### src/cfc_pkg.sv
`default_nettype none

package cfc_pkg;

  localparam int unsigned FrameLen  = 10;
  localparam int unsigned DataLen   = 8;
  localparam int unsigned NumChan   = 4;
  localparam int unsigned ByteW     = 8;
  localparam int unsigned SampleW   = 16;
  localparam int unsigned DataW     = DataLen * ByteW;
  localparam int unsigned CntW      = $clog2(FrameLen);

  localparam logic [15:0] CrcInit = 16'hFFFF;
  localparam logic [15:0] CrcPoly = 16'hA001;

  localparam logic [CntW-1:0] CntCrcLo = CntW'(DataLen);
  localparam logic [CntW-1:0] CntLast  = CntW'(FrameLen - 1);

  typedef logic [ByteW-1:0]  byte_t;
  typedef logic [15:0]       crc_t;
  typedef logic [CntW-1:0]   cnt_t;

  // One byte of reflected CRC-16: xor in the byte, then eight shift/xor steps.
  function automatic crc_t crc_byte(input crc_t crc_in, input byte_t data);
    crc_t c;
    c = crc_in ^ {8'h00, data};
    for (int b = 0; b < 8; b++) begin
      if (c[0]) begin
        c = (c >> 1) ^ CrcPoly;
      end else begin
        c = c >> 1;
      end
    end
    return c;
  endfunction

endpackage

`default_nettype wire

### src/four_channel_frame_crc16_modbus.sv
`default_nettype none

// Four-channel sample framer with CRC-16/MODBUS. Each input beat carries
// four 16-bit samples; the block answers with ten output beats: the samples
// in channel order 0..3, low byte first, then the CRC-16/MODBUS over those
// eight bytes (poly 0xA001 reflected, init 0xFFFF, no final xor), low byte
// first. frame_end_o marks the tenth beat. Bytes leave through a single
// output byte lane, one per cycle while out_stall_i is low. An input beat
// waits in a one-deep holding register while the previous frame drains, and
// the next frame starts in the cycle after the last byte of the prior one.
// When idle, an input beat passes through the holding register and then the
// byte cells before its first output byte appears.
module four_channel_frame_crc16_modbus (
  input  wire               clk_i,
  input  wire               rst_ni,
  input  wire               in_valid_i,
  output logic              in_stall_o,
  input  wire signed [15:0] sample_zero_i,
  input  wire signed [15:0] sample_one_i,
  input  wire signed [15:0] sample_two_i,
  input  wire signed [15:0] sample_three_i,
  output logic              out_valid_o,
  input  wire               out_stall_i,
  output logic [7:0]        frame_byte_o,
  output logic              frame_end_o
);
  import cfc_pkg::*;

  // Holding register for one accepted beat.
  logic             pend_vld_q, pend_vld_d;
  logic [DataW-1:0] pend_q;

  // Frame control.
  logic busy_q, busy_d;
  cnt_t cnt_q, cnt_d;

  logic in_acc, out_acc, last_acc, load, shift;

  byte_t cell_byte [DataLen];
  byte_t cell_next [DataLen];
  crc_t  crc;

  assign in_stall_o = pend_vld_q;
  assign in_acc     = in_valid_i & ~pend_vld_q;

  assign out_valid_o = busy_q;
  assign out_acc     = busy_q & ~out_stall_i;
  assign last_acc    = out_acc & (cnt_q == CntLast);
  assign load        = pend_vld_q & (~busy_q | last_acc);
  // Data bytes march toward cell 0 while they are being sent.
  assign shift       = out_acc & (cnt_q < CntCrcLo);

  always_comb begin
    pend_vld_d = pend_vld_q;
    if (load) begin
      pend_vld_d = 1'b0;
    end else if (in_acc) begin
      pend_vld_d = 1'b1;
    end
  end

  always_comb begin
    busy_d = busy_q;
    cnt_d  = cnt_q;
    if (load) begin
      busy_d = 1'b1;
      cnt_d  = '0;
    end else if (last_acc) begin
      busy_d = 1'b0;
    end else if (out_acc) begin
      cnt_d = cnt_q + cnt_t'(1);
    end
  end

  always_ff @(posedge clk_i or negedge rst_ni) begin
    if (!rst_ni) begin
      pend_vld_q <= 1'b0;
      busy_q     <= 1'b0;
      cnt_q      <= '0;
    end else begin
      pend_vld_q <= pend_vld_d;
      busy_q     <= busy_d;
      cnt_q      <= cnt_d;
    end
  end

  // Sample payload: channel 0 in the low bits, so byte i of the frame sits at [8i +: 8].
  always_ff @(posedge clk_i) begin
    if (in_acc) begin
      pend_q <= {sample_three_i, sample_two_i, sample_one_i, sample_zero_i};
    end
  end

  // Row of byte cells; the far end shifts in zero.
  for (genvar i = 0; i < DataLen; i++) begin : g_cell
    if (i == DataLen - 1) begin : g_end
      assign cell_next[i] = '0;
    end else begin : g_mid
      assign cell_next[i] = cell_byte[i+1];
    end

    cfc_byte_cell u_cell (
      .clk_i       (clk_i),
      .load_i      (load),
      .shift_i     (shift),
      .load_byte_i (pend_q[ByteW*i +: ByteW]),
      .next_byte_i (cell_next[i]),
      .byte_o      (cell_byte[i])
    );
  end

  // CRC folds in each data byte as it leaves cell 0.
  cfc_crc_cell u_crc (
    .clk_i    (clk_i),
    .init_i   (load),
    .update_i (shift),
    .data_i   (cell_byte[0]),
    .crc_o    (crc)
  );

  always_comb begin
    if (cnt_q < CntCrcLo) begin
      frame_byte_o = cell_byte[0];
    end else if (cnt_q == CntCrcLo) begin
      frame_byte_o = crc[7:0];
    end else begin
      frame_byte_o = crc[15:8];
    end
  end

  assign frame_end_o = (cnt_q == CntLast);

endmodule

`default_nettype wire

### src/cfc_byte_cell.sv
`default_nettype none

module cfc_byte_cell (
  input  wire                 clk_i,
  input  wire                 load_i,
  input  wire                 shift_i,
  input  wire cfc_pkg::byte_t load_byte_i,
  input  wire cfc_pkg::byte_t next_byte_i,
  output      cfc_pkg::byte_t byte_o
);
  import cfc_pkg::*;

  byte_t byte_q, byte_d;

  // Load a fresh frame byte, or take the neighbor's byte as the frame moves out.
  always_comb begin
    byte_d = byte_q;
    if (load_i) begin
      byte_d = load_byte_i;
    end else if (shift_i) begin
      byte_d = next_byte_i;
    end
  end

  always_ff @(posedge clk_i) begin
    byte_q <= byte_d;
  end

  assign byte_o = byte_q;

endmodule

`default_nettype wire

### src/cfc_crc_cell.sv
`default_nettype none

module cfc_crc_cell (
  input  wire                 clk_i,
  input  wire                 init_i,
  input  wire                 update_i,
  input  wire cfc_pkg::byte_t data_i,
  output      cfc_pkg::crc_t  crc_o
);
  import cfc_pkg::*;

  crc_t crc_q, crc_d;

  always_comb begin
    crc_d = crc_q;
    if (init_i) begin
      crc_d = CrcInit;
    end else if (update_i) begin
      crc_d = crc_byte(crc_q, data_i);
    end
  end

  always_ff @(posedge clk_i) begin
    crc_q <= crc_d;
  end

  assign crc_o = crc_q;

endmodule

`default_nettype wire

### config.mk
export PLATFORM = sky130hd
export DESIGN_NAME = four_channel_frame_crc16_modbus
export DESIGN_NICKNAME = d
export VERILOG_FILES = /design/src/cfc_pkg.sv /design/src/four_channel_frame_crc16_modbus.sv /design/src/cfc_byte_cell.sv /design/src/cfc_crc_cell.sv
export SDC_FILE = /design/constraint.sdc
export NUM_CORES = 1
export LEC_CHECK = 0
export BUFFER_PORTS_ARGS = -buffer_cell sky130_fd_sc_hd__clkbuf_2
export CORE_MARGIN = 5
export CORE_UTILIZATION = 57
export DETAILED_ROUTE_END_ITERATION = 7
export GPL_ROUTABILITY_DRIVEN = 0
export PLACE_DENSITY = 0.79
export SLEW_MARGIN = 25
export SYNTH_ARGS = -nofsm -noshare
export SYNTH_HDL_FRONTEND = slang
export SYNTH_SLANG_ARGS = --single-unit
### constraint.sdc
create_clock -name clk_i -period 5.7 [get_ports clk_i]
set_input_delay 0.57 -clock clk_i [delete_from_list [all_inputs] [get_ports clk_i]]
set_output_delay 0.57 -clock clk_i [all_outputs]
set_load 0.1 [all_outputs]
==> impl_metrics.tcl <==
set metrics [dict create \
    netlist_area_sq_um 5820 \
    worstHoldPathType "primary input to register" \
    top_layer_used "met4" \
    reg2reg_depth 5 \
    tns_ns 0 \
    synth_top_cell_area_share_pct 66.1 \
    regArea_sq_um 4310 \
    grt_max_degree 58 \
    cap_viol_max_count 0 \
    average_wire_per_cell_in_the_routed_design_um 14.9 \
    number_of_i_o_port_buffers 78 \
    fp-row-count 36 \
    viasPerCell 5.03 \
    met2RoutedLength_um 5270 \
    wl_um 10100 \
    critical_path_required_ns 5.87 \
    hold_viol_final 0 \
    chipHeight_um 111 \
    initial_utilization_pct 59.0 \
    critPathKind "register to register" \
    cts_repair_resize_count 0 \
    grt_pass1_wl_um 16700 \
    layout.nets 608 \
    power.static_leakage_uw 0.00289 \
    tritoncts_clock_tree "yes" \
    setup.worst_path.start_class "register" \
    post_cts_hold_buffer_count 1 \
    pwr_density_cell_nw_per_um2 603 \
    drcViolationCount 0 \
    worstPathArrival_ns 3.90 \
    synth.net_count 528 \
    number_of_antenna_violations_at_the_first_check_in_global_routing 0 \
    synth_cell_type_count 31 \
    drt_pass1_iterations 5 \
    timing.final.crit_period_ns 3.73 \
    layout_worst_path_cycle_share_pct 65.5 \
    max-slew-margin-rel_pct 38.2 \
    cts.repair_timing.setup_buffer_count 0 \
    synth-warning-count 0 \
    netlist_top_cells_area "sky130_fd_sc_hd__edfxtp_1 (66%), sky130_fd_sc_hd__nand2_1 (11%), sky130_fd_sc_hd__dfxtp_1 (5.5%)" \
    grt_overflow 0 \
    cts_max_path_buffers 2 \
    syn_avg_cell_area_sq_um 12.7 \
    core_area_sq_um 9860 \
    synth-seq-cells 150 \
    multi_input_area_sq_um 1440 \
    cp_max_fo 57 \
    design.portCount 79 \
    total_number_of_vias 3434 \
    worst_setup_path_end_kind "register" \
    wl_met3_um 530 \
    floorplan.die_area_sq_um 12300 \
    final-max-slew-violation-count 0 \
    route.layer.met1.wl_um 4180 \
    gr-usage-all-layers_pct 17.5 \
    root_buffer "sky130_fd_sc_hd__clkbuf_8" \
    clock-skew-final_ns 0.0240 \
    filler_cell_count 650 \
    clk_transition_reported_paths_ns 0.06 \
    grt_pass1_vias 3519 \
    grt_setup_unrepaired "no" \
    worst-slew-pin-transition_ns 0.922 \
    layout_overhead_on_the_synthesized_area_pct 18.6 \
    min_delay_path_depth 1 \
    layout_cell_share_with_drive_strength_beyond_1_pct 22.0 \
    post_synthesis_sequential_area_ratio_pct 74.1 \
    yosys.area.top_type "sky130_fd_sc_hd__edfxtp_1" \
    antenna_cells_inserted 0 \
    cts_made_buffers 17 \
    drtIter0Drc 238 \
    postLayoutCoreUtil_pct 70.0 \
    timing.final.setup_violations 0 \
    vdd_ir_drop_max_uv 403 \
    clk_latency_ns 0.53 \
    numClockSinks 150 \
    outcome "completed" \
    highest_achievable_clock_rate_ghz 0.268 \
    dp_hpwl_um 6440 \
    syn_inst 457 \
    width_of_the_die_um 111 \
    htreeDepth 4 \
    drt.antenna.violating_nets 0 \
]
-- per-layer routing --
metal | GRT usage [%] | vias up
met2 | 28.7 | 93
met1 | 21.1 | 1606
met5 | 0 | -
met3 | 5.62 | 13
li1 | - | 1722
met4 | 7.87 | 0
-- Yosys cell counts --
library cell / n
sky130_fd_sc_hd__nand2_1: 177
sky130_fd_sc_hd__edfxtp_1: 128
sky130_fd_sc_hd__nor2_1: 19
sky130_fd_sc_hd__a21oi_1: 17
sky130_fd_sc_hd__clkbuf_1: 17
sky130_fd_sc_hd__dfxtp_1: 16
sky130_fd_sc_hd__xnor2_1: 13
sky130_fd_sc_hd__mux2i_1: 9
sky130_fd_sc_hd__nor3_1: 9
sky130_fd_sc_hd__and3_1: 8
sky130_fd_sc_hd__xor2_1: 7
sky130_fd_sc_hd__dfrtp_1: 6
sky130_fd_sc_hd__o21ai_1: 6
sky130_fd_sc_hd__buf_1: 3
sky130_fd_sc_hd__ha_1: 3
sky130_fd_sc_hd__inv_1: 3
sky130_fd_sc_hd__xnor2_2: 2
sky130_fd_sc_hd__a2bb2oi_1: 1
sky130_fd_sc_hd__and2_1: 1
sky130_fd_sc_hd__and3b_1: 1
sky130_fd_sc_hd__buf_4: 1
sky130_fd_sc_hd__clkbuf_4: 1
sky130_fd_sc_hd__nand2b_1: 1
sky130_fd_sc_hd__nand2b_2: 1
sky130_fd_sc_hd__nand4_1: 1
sky130_fd_sc_hd__nor2b_1: 1
sky130_fd_sc_hd__o21bai_1: 1
sky130_fd_sc_hd__o31ai_1: 1
sky130_fd_sc_hd__o32a_1: 1
sky130_fd_sc_hd__xnor3_1: 1
sky130_fd_sc_hd__xnor3_2: 1
-- power breakdown --
part           switching [uW]  leakage, uW  total [uW]  internal (uW)
clock network             412     0.000267         996            584
registers                 170      0.00140        1750           1580
logic                     899      0.00122        1420            517
total                    1480      0.00289        4160           2680
-- cells in the final DEF (no fill, tap or decap) --
cell                            instances
sky130_fd_sc_hd__mux2i_1                9
sky130_fd_sc_hd__nand2b_1               1
sky130_fd_sc_hd__xor2_1                 7
sky130_fd_sc_hd__o32a_1                 1
sky130_fd_sc_hd__nand2_4                1
sky130_fd_sc_hd__dfrtp_1                6
sky130_fd_sc_hd__nor2_1                19
sky130_fd_sc_hd__o31ai_2                1
sky130_fd_sc_hd__xnor3_2                1
sky130_fd_sc_hd__o21ai_1                5
sky130_fd_sc_hd__a2bb2oi_1              1
sky130_fd_sc_hd__xnor2_1               13
sky130_fd_sc_hd__clkinvlp_4             2
sky130_fd_sc_hd__nand2_1              176
sky130_fd_sc_hd__clkbuf_2              78
sky130_fd_sc_hd__buf_4                  4
sky130_fd_sc_hd__dfxtp_1               16
sky130_fd_sc_hd__nand2b_2               1
sky130_fd_sc_hd__clkbuf_16             17
sky130_fd_sc_hd__and3_1                 8
sky130_fd_sc_hd__nor3_1                 9
sky130_fd_sc_hd__nand4_1                1
sky130_fd_sc_hd__o21bai_1               1
sky130_fd_sc_hd__a21oi_1               17
sky130_fd_sc_hd__inv_1                  3
sky130_fd_sc_hd__ha_1                   3
sky130_fd_sc_hd__and3b_1                1
sky130_fd_sc_hd__dlygate4sd3_1          1
sky130_fd_sc_hd__and2_2                 1
sky130_fd_sc_hd__clkinv_2               4
sky130_fd_sc_hd__clkinv_4               2
sky130_fd_sc_hd__nor2b_4                1
sky130_fd_sc_hd__inv_6                  2
sky130_fd_sc_hd__clkbuf_1               2
sky130_fd_sc_hd__xnor2_2                2
sky130_fd_sc_hd__clkbuf_8               3
sky130_fd_sc_hd__xnor3_1                1
sky130_fd_sc_hd__edfxtp_1             128
sky130_fd_sc_hd__o21ai_4                1
-- metrics by stage --
| step | cells | hold WS [ns] | setup WS (ns) | total power, uW | instance area, sq um |
|---|---|---|---|---|---|
| 2_1_floorplan | 457 | 0.274 | 1.10 | 2920 | 5820 |
| 3_3_place_gp | 650 | 0.403 | 1.27 | 3120 | 6340 |
| 3_5_place_dp | 650 | 0.402 | 1.63 | 3180 | 6340 |
| 4_1_cts | 683 | 0.186 | 1.61 | 4200 | 6900 |
| 5_1_grt | 683 | 0.191 | 1.63 | 4390 | 6900 |
| 6_report | 683 | 0.210 | 1.97 | 4160 | 6900 |
-- cell families (layout without fill, tap and decap cells) --
group	after synthesis	count (layout)	synth area share [%]
AND/OR/NAND/NOR	219	219	15.0
buffers and inverters	25	118	1.74
AO/OA/AOI/OAI	27	27	2.56
adder cells (fa/ha/maj)	3	3	0.645
flip-flops	150	150	74.1
multiplexers	9	9	1.55
XOR/XNOR	24	24	4.36
-- sequential cells by signal (all words and copies together) (netlist names) --
register / flops
in_stall_o: 1
out_valid_o: 1
u_crc.crc_o: 16
pend_q: 64
cnt_q: 4
g_cell.u_cell.byte_o: 64
-- critical path, stage by stage (launching register included) --
cell and delay [ns]:
sky130_fd_sc_hd__dfrtp_1 0.85, sky130_fd_sc_hd__nand2_1 0.15, sky130_fd_sc_hd__o31ai_2 0.78, sky130_fd_sc_hd__nand2_4 0.53, sky130_fd_sc_hd__o21ai_4 0.51, sky130_fd_sc_hd__buf_4 0.54
-- layout make-up --
class                      instances  area share, %
sequential                       150           62.5
timing repair buffer              83           6.24
clock buffer                      22           6.87
tap                              133           2.41
clock inverter                    10           1.02
multi-input combinational        282           20.8
inverter                           3          0.163
-- final timing paths --
path,from,endpoint,slack [ns]
max reg2reg,cnt_q[3]$_DFFE_PN0P_,g_cell[7].u_cell.byte_o[5]$_SDFFCE_PN0P_,1.97
max,cnt_q[3]$_DFFE_PN0P_,g_cell[7].u_cell.byte_o[5]$_SDFFCE_PN0P_,1.97
max in group asynchronous,rst_ni,cnt_q[3]$_DFFE_PN0P_,5.16
min in group asynchronous,rst_ni,cnt_q[0]$_DFFE_PN0P_,0.39
min reg2reg,u_crc.crc_o[9]$_SDFFE_PP1P_,u_crc.crc_o[1]$_SDFFE_PP1P_,0.47
min,sample_zero_i[7],pend_q[7]$_DFFE_PP_,0.21
No activity file was read; power rests on OpenSTA's default activity.
